File: config.mk
export PLATFORM = sky130hd
export DESIGN_NAME = binary_max_heap_priority_queue
export DESIGN_NICKNAME = d
export VERILOG_FILES = /design/src/rtl/bmhpq_pkg.sv /design/src/rtl/bmhpq_ctrl.sv /design/src/rtl/bmhpq_dp.sv /design/src/rtl/binary_max_heap_priority_queue.sv
export SDC_FILE = /design/constraint.sdc
export NUM_CORES = 2
export LEC_CHECK = 0
export BUFFER_PORTS_ARGS = -buffer_cell sky130_fd_sc_hd__buf_2
export CORE_MARGIN = 3
export CORE_UTILIZATION = 43
export DETAILED_ROUTE_END_ITERATION = 6
export GPL_TIMING_DRIVEN = 0
export PLACE_DENSITY = 0.54
export SLEW_MARGIN = 25
export SYNTH_ARGS = -nofsm -noshare
export SYNTH_HDL_FRONTEND = slang
export SYNTH_SLANG_ARGS = --single-unit
File: constraint.sdc
create_clock -name clk -period 15.83 [get_ports clk]
set_clock_uncertainty 0.2 [all_clocks]
set_input_delay 0.7915 -clock clk [delete_from_list [all_inputs] [get_ports clk]]
set_output_delay 0.7915 -clock clk [all_outputs]
set_load 0.01 [all_outputs]
File: src/rtl/bmhpq_pkg.sv
package bmhpq_pkg;

  localparam int CAPACITY_DEF   = 64;
  localparam int VALUE_BITS_DEF = 32;
  localparam int DATA_W         = 32;
  localparam int STATUS_W       = 2;
  localparam int COUNT_OUT_W    = 7;

  localparam logic OP_INSERT = 1'b0;
  localparam logic OP_REMOVE = 1'b1;

  typedef enum logic [STATUS_W-1:0] {
    ST_OK    = 2'd0,
    ST_FULL  = 2'd1,
    ST_EMPTY = 2'd2
  } status_t;

  typedef enum logic [3:0] {
    DP_NOP,
    DP_INS_START,
    DP_RD_PARENT,
    DP_INS_STEP,
    DP_REM_START,
    DP_RD_LAST,
    DP_LOAD_LAST,
    DP_RD_KIDS,
    DP_DN_STEP,
    DP_FINISH
  } dp_op_t;

  typedef struct packed {
    dp_op_t  op;
    status_t st;
  } dp_cmd_t;

  typedef struct packed {
    logic full;
    logic empty;
    logic last_one;
    logic ins_stop;
    logic dn_stop;
  } dp_stat_t;

endpackage

File: src/rtl/bmhpq_ctrl.sv
module bmhpq_ctrl (
  input  logic                clk,
  input  logic                rst_n,
  input  logic                start,
  input  logic                in_opcode,
  input  bmhpq_pkg::dp_stat_t stat,
  output bmhpq_pkg::dp_cmd_t  cmd,
  output logic                busy
);

  typedef enum logic [7:0] {
    S_IDLE     = 8'b0000_0001,
    S_INS_RD   = 8'b0000_0010,
    S_INS_CMP  = 8'b0000_0100,
    S_REM_RD   = 8'b0000_1000,
    S_REM_LOAD = 8'b0001_0000,
    S_DN_RD    = 8'b0010_0000,
    S_DN_CMP   = 8'b0100_0000,
    S_DONE     = 8'b1000_0000
  } state_t;

  state_t state_r, state_nxt;

  always_ff @(posedge clk) begin
    if (!rst_n) begin
      state_r <= S_IDLE;
    end else begin
      state_r <= state_nxt;
    end
  end

  assign busy = (state_r != S_IDLE);

  always_comb begin
    state_nxt = state_r;
    cmd.op    = bmhpq_pkg::DP_NOP;
    cmd.st    = bmhpq_pkg::ST_OK;
    case (state_r)
      S_IDLE: begin
        if (start) begin
          if (in_opcode == bmhpq_pkg::OP_INSERT) begin
            if (stat.full) begin
              cmd.op = bmhpq_pkg::DP_FINISH;
              cmd.st = bmhpq_pkg::ST_FULL;
            end else begin
              cmd.op    = bmhpq_pkg::DP_INS_START;
              state_nxt = S_INS_RD;
            end
          end else begin
            if (stat.empty) begin
              cmd.op = bmhpq_pkg::DP_FINISH;
              cmd.st = bmhpq_pkg::ST_EMPTY;
            end else begin
              cmd.op    = bmhpq_pkg::DP_REM_START;
              state_nxt = stat.last_one ? S_DONE : S_REM_RD;
            end
          end
        end
      end
      S_INS_RD: begin
        cmd.op    = bmhpq_pkg::DP_RD_PARENT;
        state_nxt = S_INS_CMP;
      end
      S_INS_CMP: begin
        cmd.op    = bmhpq_pkg::DP_INS_STEP;
        state_nxt = stat.ins_stop ? S_DONE : S_INS_RD;
      end
      S_REM_RD: begin
        cmd.op    = bmhpq_pkg::DP_RD_LAST;
        state_nxt = S_REM_LOAD;
      end
      S_REM_LOAD: begin
        cmd.op    = bmhpq_pkg::DP_LOAD_LAST;
        state_nxt = S_DN_RD;
      end
      S_DN_RD: begin
        cmd.op    = bmhpq_pkg::DP_RD_KIDS;
        state_nxt = S_DN_CMP;
      end
      S_DN_CMP: begin
        cmd.op    = bmhpq_pkg::DP_DN_STEP;
        state_nxt = stat.dn_stop ? S_DONE : S_DN_RD;
      end
      S_DONE: begin
        cmd.op    = bmhpq_pkg::DP_FINISH;
        cmd.st    = bmhpq_pkg::ST_OK;
        state_nxt = S_IDLE;
      end
      default: begin
        state_nxt = S_IDLE;
      end
    endcase
  end

endmodule

File: src/rtl/bmhpq_dp.sv
module bmhpq_dp #(
  parameter int CAPACITY   = bmhpq_pkg::CAPACITY_DEF,
  parameter int VALUE_BITS = bmhpq_pkg::VALUE_BITS_DEF
) (
  input  logic                                     clk,
  input  logic                                     rst_n,
  input  bmhpq_pkg::dp_cmd_t                       cmd,
  input  logic signed [bmhpq_pkg::DATA_W-1:0]      in_value,
  output bmhpq_pkg::dp_stat_t                      stat,
  output logic                                     out_valid,
  output logic        [bmhpq_pkg::STATUS_W-1:0]    out_status,
  output logic signed [bmhpq_pkg::DATA_W-1:0]      out_removed_value,
  output logic signed [bmhpq_pkg::DATA_W-1:0]      out_top_value,
  output logic        [bmhpq_pkg::COUNT_OUT_W-1:0] out_entry_count,
  output logic                                     out_is_empty
);

  localparam int PW = (CAPACITY > 1) ? $clog2(CAPACITY) : 1;
  localparam int CW = $clog2(CAPACITY + 1);
  localparam int IW = PW + 2;

  logic signed [VALUE_BITS-1:0] mem [CAPACITY];

  logic        [CW-1:0]         cnt_r;
  logic        [PW-1:0]         pos_r;
  logic signed [VALUE_BITS-1:0] val_r;
  logic signed [VALUE_BITS-1:0] top_r;
  logic signed [VALUE_BITS-1:0] removed_r;
  logic signed [VALUE_BITS-1:0] rd_a_r;
  logic signed [VALUE_BITS-1:0] rd_b_r;
  logic                         valid_r;

  logic                         we;
  logic        [PW-1:0]         waddr;
  logic signed [VALUE_BITS-1:0] wdata;
  logic        [PW-1:0]         raddr_a;
  logic        [PW-1:0]         raddr_b;

  logic        [PW-1:0]         pos_m1;
  logic        [PW-1:0]         parent;
  logic        [IW-1:0]         lchild;
  logic        [IW-1:0]         rchild;
  logic        [IW-1:0]         cnt_ext;
  logic                         l_ok;
  logic                         r_ok;
  logic                         lgt;
  logic                         rgt;
  logic                         ins_gt;

  assign pos_m1  = pos_r - PW'(1);
  assign parent  = (pos_r == '0) ? '0 : (pos_m1 >> 1);
  assign lchild  = {1'b0, pos_r, 1'b1};
  assign rchild  = lchild + IW'(1);
  assign cnt_ext = IW'(cnt_r);
  assign l_ok    = (lchild < cnt_ext);
  assign r_ok    = (rchild < cnt_ext);
  assign lgt     = l_ok && (rd_a_r > val_r);
  assign rgt     = r_ok && (lgt ? (rd_b_r > rd_a_r) : (rd_b_r > val_r));
  assign ins_gt  = (val_r > rd_a_r);

  assign stat.full     = (cnt_r == CW'(CAPACITY));
  assign stat.empty    = (cnt_r == '0);
  assign stat.last_one = (cnt_r == CW'(1));
  assign stat.ins_stop = (pos_r == '0) || !ins_gt;
  assign stat.dn_stop  = !lgt && !rgt;

  always_comb begin
    raddr_a = '0;
    raddr_b = '0;
    we      = 1'b0;
    waddr   = pos_r;
    wdata   = val_r;
    case (cmd.op)
      bmhpq_pkg::DP_RD_PARENT: begin
        raddr_a = parent;
      end
      bmhpq_pkg::DP_RD_LAST: begin
        raddr_a = cnt_r[PW-1:0];
      end
      bmhpq_pkg::DP_RD_KIDS: begin
        raddr_a = l_ok ? lchild[PW-1:0] : '0;
        raddr_b = r_ok ? rchild[PW-1:0] : '0;
      end
      bmhpq_pkg::DP_INS_STEP: begin
        we    = 1'b1;
        wdata = stat.ins_stop ? val_r : rd_a_r;
      end
      bmhpq_pkg::DP_DN_STEP: begin
        we    = 1'b1;
        wdata = rgt ? rd_b_r : (lgt ? rd_a_r : val_r);
      end
      default: begin
        we = 1'b0;
      end
    endcase
  end

  always_ff @(posedge clk) begin
    if (we) begin
      mem[waddr] <= wdata;
    end
    rd_a_r <= mem[raddr_a];
    rd_b_r <= mem[raddr_b];
  end

  always_ff @(posedge clk) begin
    if (!rst_n) begin
      cnt_r   <= '0;
      valid_r <= 1'b0;
    end else begin
      valid_r <= (cmd.op == bmhpq_pkg::DP_FINISH);
      if (cmd.op == bmhpq_pkg::DP_INS_START) begin
        cnt_r <= cnt_r + CW'(1);
      end else if (cmd.op == bmhpq_pkg::DP_REM_START) begin
        cnt_r <= cnt_r - CW'(1);
      end
    end
  end

  always_ff @(posedge clk) begin
    case (cmd.op)
      bmhpq_pkg::DP_INS_START: begin
        val_r     <= VALUE_BITS'(in_value);
        pos_r     <= cnt_r[PW-1:0];
        removed_r <= '0;
      end
      bmhpq_pkg::DP_REM_START: begin
        removed_r <= top_r;
        pos_r     <= '0;
      end
      bmhpq_pkg::DP_LOAD_LAST: begin
        val_r <= rd_a_r;
      end
      bmhpq_pkg::DP_INS_STEP: begin
        if (!stat.ins_stop) begin
          pos_r <= parent;
        end
      end
      bmhpq_pkg::DP_DN_STEP: begin
        if (rgt) begin
          pos_r <= rchild[PW-1:0];
        end else if (lgt) begin
          pos_r <= lchild[PW-1:0];
        end
      end
      default: begin
        pos_r <= pos_r;
      end
    endcase
    if (we && (waddr == '0)) begin
      top_r <= wdata;
    end
  end

  always_ff @(posedge clk) begin
    if (cmd.op == bmhpq_pkg::DP_FINISH) begin
      out_status        <= cmd.st;
      out_removed_value <= (cmd.st == bmhpq_pkg::ST_OK) ?
                           bmhpq_pkg::DATA_W'(removed_r) : '0;
      out_top_value     <= (cnt_r == '0) ? '0 : bmhpq_pkg::DATA_W'(top_r);
      out_entry_count   <= bmhpq_pkg::COUNT_OUT_W'(cnt_r);
      out_is_empty      <= (cnt_r == '0);
    end
  end

  assign out_valid = valid_r;

endmodule

File: src/rtl/binary_max_heap_priority_queue.sv
// Channel  | Handshake          | Ports
// ---------+--------------------+----------------------------------------------
// request  | start & !busy      | in_opcode, in_value
// result   | out_valid (1 clk)  | out_status, out_removed_value, out_top_value,
//          |                    | out_entry_count, out_is_empty
//
// One request at a time; busy stays high until its result is registered.
// Insert climbs from the new slot toward the root. Remove loads the last entry at
// the root and sinks it; taking the only entry skips that. Refused requests return
// their result the next cycle. One write port and two registered read ports split
// each level climbed or descended into a read step and a compare step. Reset clears
// the count, the result strobe and the controller state only. Results cannot stall.
module binary_max_heap_priority_queue #(
  parameter int CAPACITY   = bmhpq_pkg::CAPACITY_DEF,
  parameter int VALUE_BITS = bmhpq_pkg::VALUE_BITS_DEF
) (
  input  logic                                     clk,
  input  logic                                     rst_n,
  input  logic                                     start,
  output logic                                     busy,
  input  logic                                     in_opcode,
  input  logic signed [bmhpq_pkg::DATA_W-1:0]      in_value,
  output logic                                     out_valid,
  output logic        [bmhpq_pkg::STATUS_W-1:0]    out_status,
  output logic signed [bmhpq_pkg::DATA_W-1:0]      out_removed_value,
  output logic signed [bmhpq_pkg::DATA_W-1:0]      out_top_value,
  output logic        [bmhpq_pkg::COUNT_OUT_W-1:0] out_entry_count,
  output logic                                     out_is_empty
);

  bmhpq_pkg::dp_cmd_t  cmd;
  bmhpq_pkg::dp_stat_t stat;
  logic                accept;

  assign accept = start && !busy;

  bmhpq_ctrl u_ctrl (
    .clk       (clk),
    .rst_n     (rst_n),
    .start     (start),
    .in_opcode (in_opcode),
    .stat      (stat),
    .cmd       (cmd),
    .busy      (busy)
  );

  bmhpq_dp #(
    .CAPACITY   (CAPACITY),
    .VALUE_BITS (VALUE_BITS)
  ) u_dp (
    .clk               (clk),
    .rst_n             (rst_n),
    .cmd               (cmd),
    .in_value          (in_value),
    .stat              (stat),
    .out_valid         (out_valid),
    .out_status        (out_status),
    .out_removed_value (out_removed_value),
    .out_top_value     (out_top_value),
    .out_entry_count   (out_entry_count),
    .out_is_empty      (out_is_empty)
  );

`ifndef ASSERT_OFF
  a_accept_progress: assert property (@(posedge clk) disable iff (!rst_n)
    accept |=> (busy || out_valid))
    else $error("request accepted but neither busy nor result next cycle");

  a_refused_no_removed: assert property (@(posedge clk) disable iff (!rst_n)
    (out_valid && (out_status != bmhpq_pkg::ST_OK)) |-> (out_removed_value == '0))
    else $error("refused request reports a removed value");

  a_empty_top_zero: assert property (@(posedge clk) disable iff (!rst_n)
    (out_valid && out_is_empty) |-> ((out_top_value == '0) && (out_entry_count == '0)))
    else $error("empty heap reports a top value or count");

  a_no_result_while_busy: assert property (@(posedge clk) disable iff (!rst_n)
    busy |-> !out_valid)
    else $error("result strobe while request in progress");
`endif

endmodule
==> results.sh <==
export IMPL_outcome="finished with violations"
export IMPL_violations="DRC"
export IMPL_worstSetupPathType="reg -> reg"
export IMPL_multiInputGateArea_um2=31500
export IMPL_grt_pass1_vias=75100
export IMPL_insertion_delay_ns=0.96
export IMPL_vias=85500
export IMPL_row_count=177
export IMPL_antenna_found_initial=90
export IMPL_rsz0062_at_grt="false"
export IMPL_worstPathRequired_ns=16.33
export IMPL_clk_pin_slew_ns=0.07
export IMPL_hold_class="in -> reg"
export IMPL_yosys_register_bits=2304
export IMPL_seq_power_share_pct=39.5
export IMPL_netlist_area_leader_share_pct=65.9
export IMPL_end_kind="flip-flop"
export IMPL_ctsResizeCount=0
export IMPL_synth_flop_cell="edfxtp_1"
export IMPL_grt_total_usage_pct=46.9
export IMPL_cap_violations=0
export IMPL_slew_limit_headroom_pct=10.7
export IMPL_drcViolationCount=12
export IMPL_seq_area_um2=68400
export IMPL_die_x_um=491
export IMPL_tightest_slew_ns=1.33
export IMPL_routed_wl_mm=586
export IMPL_fillers=20100
export IMPL_synthTopCellsByCount="edfxtp_1, nand2_1, nand3_1"
export IMPL_cts_setup_buffers=0
export IMPL_syn_area_um2=101000
export IMPL_synthTopCellsByArea="edfxtp_1, nand2_1, mux2i_1"
export IMPL_placedInstanceArea_um2=114000
export IMPL_die_y_um=491
export IMPL_tns_ns=0
export IMPL_syn_num_nets=8285
export IMPL_portBuffers=111
export IMPL_grt_overflow_total=0
export IMPL_fin_crit_ns=9.45
export IMPL_power_density_nw_per_um2=157
export IMPL_grt_pass1_wl_mm=744
export IMPL_final_hold_viol_count=0
export IMPL_ys_seq_area_share_pct=67.5
export IMPL_synth_most_common_cell="edfxtp_1"
export IMPL_worstPathArrival_ns=9.95
export IMPL_start_util_pct=43.4
export IMPL_place_gp_congestion=1.07
export IMPL_core_um2=233000
export IMPL_io_pins=112
export IMPL_cell_internal_pwr_mw=12.5
export IMPL_drive_gt1_share_pct=14.7
export IMPL_startpoint_type="flip-flop"
export IMPL_grt_max_degree=32
export IMPL_yosysTopAreaCell="edfxtp_1"
export IMPL_viasPerCell=7.01
export IMPL_p_switching_mw=6.72
export IMPL_synth_area_per_cell_um2=12.5
export IMPL_syn2layout_area_growth_pct=21.1
export IMPL_critical_path_peak_fanout=10
export IMPL_setup_viol=0
export IMPL_cts_htree_levels=5
export IMPL_cts_tree="done"
export IMPL_clock_path_buffers=4
export IMPL_ir_drop_mv=0.128
export IMPL_dp_hpwl_mm=446
export IMPL_drtAntennaViolNets=0
export IMPL_drtIter0Drc=18300
export IMPL_combPwrFrac_pct=28.2
export IMPL_cts_num_sinks=2304
export IMPL_p_clk_share_pct=32.3
export IMPL_fin_nets=8976
export IMPL_cts_root_buf="clkbuf_16"
export IMPL_syn_inst=8134
export IMPL_p_leak_nw=41.9
export IMPL_synth_edff_count=2224
export IMPL_period_share_pct=59.7
export IMPL_finalInstanceArea_um2=123000
export IMPL_dr_pass1_iters=7
export IMPL_switching_share_pct=35.0
export IMPL_ys_async_sr_fraction_pct=0
export IMPL_dieArea_um2=242000
export IMPL_ys_warn_count=0
export IMPL_finalMaxSlewViolations=0
export IMPL_ys_types=80
export IMPL_max_freq_ghz=0.106
export IMPL_wire_per_inst_um=48.0
export IMPL_cts_buffers=275
sequential cells by signal (all words and copies together) (netlist names), 32 cells and up:
| name | count |
|---|---|
| u_dp.rd_b_r | 32 |
| u_dp.top_r | 32 |
| u_dp.rd_a_r | 32 |
| u_dp.mem | 2048 |
| u_dp.val_r | 32 |
| u_dp.out_top_value | 32 |
| u_dp.out_removed_value | 32 |
| u_dp.removed_r | 32 |
through the flow:
step / power [mW] / cells / hold WS [ns] / setup WS (ns) / utilization [%]
detailed placement: 12.8 / 11700 / 0.226 / 7.32 / 48.8
finish: 19.2 / 12200 / 0.0339 / 6.38 / 52.6
global placement: 12.3 / 11400 / 0.213 / 0.716 / 45.3
global route: 19.4 / 12200 / 0.0222 / 6.85 / 52.5
CTS: 18.9 / 12100 / 0.00450 / 7.26 / 52.4
floorplan: 9.74 / 8134 / 0.203 / 9.35 / -
logic make-up after synthesis:
kind of cell               count (synthesis)  synth area share, %
AOI/OAI and AO/OA                       1717                 11.5
muxes                                    371                 3.79
xor gates and xnor gates                  16                0.138
DFF                                     2304                 67.5
buffers and inverters                    700                 2.90
adders and majority gates                115                 1.42
and+or+nand+nor                         2911                 12.8
what timing repair did:
action                                 in CTS  in global routing
endpoints found under the hold margin       9                  0
hold buffers                                9                  0
setup endpoints to repair                   0                  0
per-layer routing:
| metal | wire length [µm] | global-route usage, % | vias to the layer above | part of all wire (%) |
|---|---|---|---|---|
| met5 | 312 | 0 | - | 0.053 |
| met4 | 44200 | 28.1 | 32 | 7.5 |
| met3 | 104000 | 25.2 | 1528 | 18 |
| li1 | - | - | 32600 | - |
| met2 | 222000 | 60.4 | 8212 | 38 |
| met1 | 215000 | 61.4 | 43100 | 37 |
final timing paths:
| check | cells after the start | start | endpoint | slack, ns |
|---|---|---|---|---|
| worst min-delay path | 2 | rst_n | u_dp.cnt_r[2]$_SDFFE_PN0P_ | 0.03 |
| worst min register to register | 0 | u_dp.cnt_r[4]$_SDFFE_PN0P_ | u_dp.out_entry_count[4]$_DFFE_PP_ | 0.21 |
| worst max-delay path | 16 | u_dp.pos_r[0]$_DFFE_PP_ | u_dp.rd_b_r[27]$_DFF_P_ | 6.38 |
| worst max register to register | 16 | u_dp.pos_r[0]$_DFFE_PP_ | u_dp.rd_b_r[27]$_DFF_P_ | 6.38 |
cells in the final DEF, fill, tap and decap left out, drive strengths merged, types with 165 or more instances in the layout:
cell type	n
edfxtp	2224
nand2	1727
clkbuf	705
buf	630
nand3	438
a31oi	354
mux2i	316
o22ai	284
a21oi	234
a211oi	184
and3	183
nor2	165
power groups by stage:
stage | Clock, mW | Sequential (mW) | Combinational (mW)
floorplan | 0 | 7.79 | 1.95
global placement | 0 | 8.08 | 4.17
detailed placement | 0 | 7.72 | 5.10
CTS | 6.15 | 7.59 | 5.12
global route | 6.39 | 7.60 | 5.39
finish | 6.20 | 7.59 | 5.43
critical path, stage by stage (launching register included):
cell and delay, ns:
edfxtp_1 0.52, buf_1 0.57, inv_1 0.36, ha_1 0.55, ha_1 0.29, o21a_1 0.11
o21a_1 0.19, o221ai_1 0.64, and3_1 0.74, buf_2 0.71, buf_2 0.70, buf_2 0.67
buf_2 0.61, o221ai_1 0.24, nand3_1 0.70, o41ai_1 0.22, nor3b_1 1.11
cell type report:
class	count	area share, %
Sequential cell	2304	55.7
Multi-Input combinational cell	5130	25.7
Timing Repair Buffer	414	5.96
Clock buffer	337	5.94
Tap cell	3132	3.19
Buffer	593	2.17
Clock inverter	126	0.898
Inverter	107	0.327
Antenna cell	59	0.120
Power figures use the tool's default switching activity.
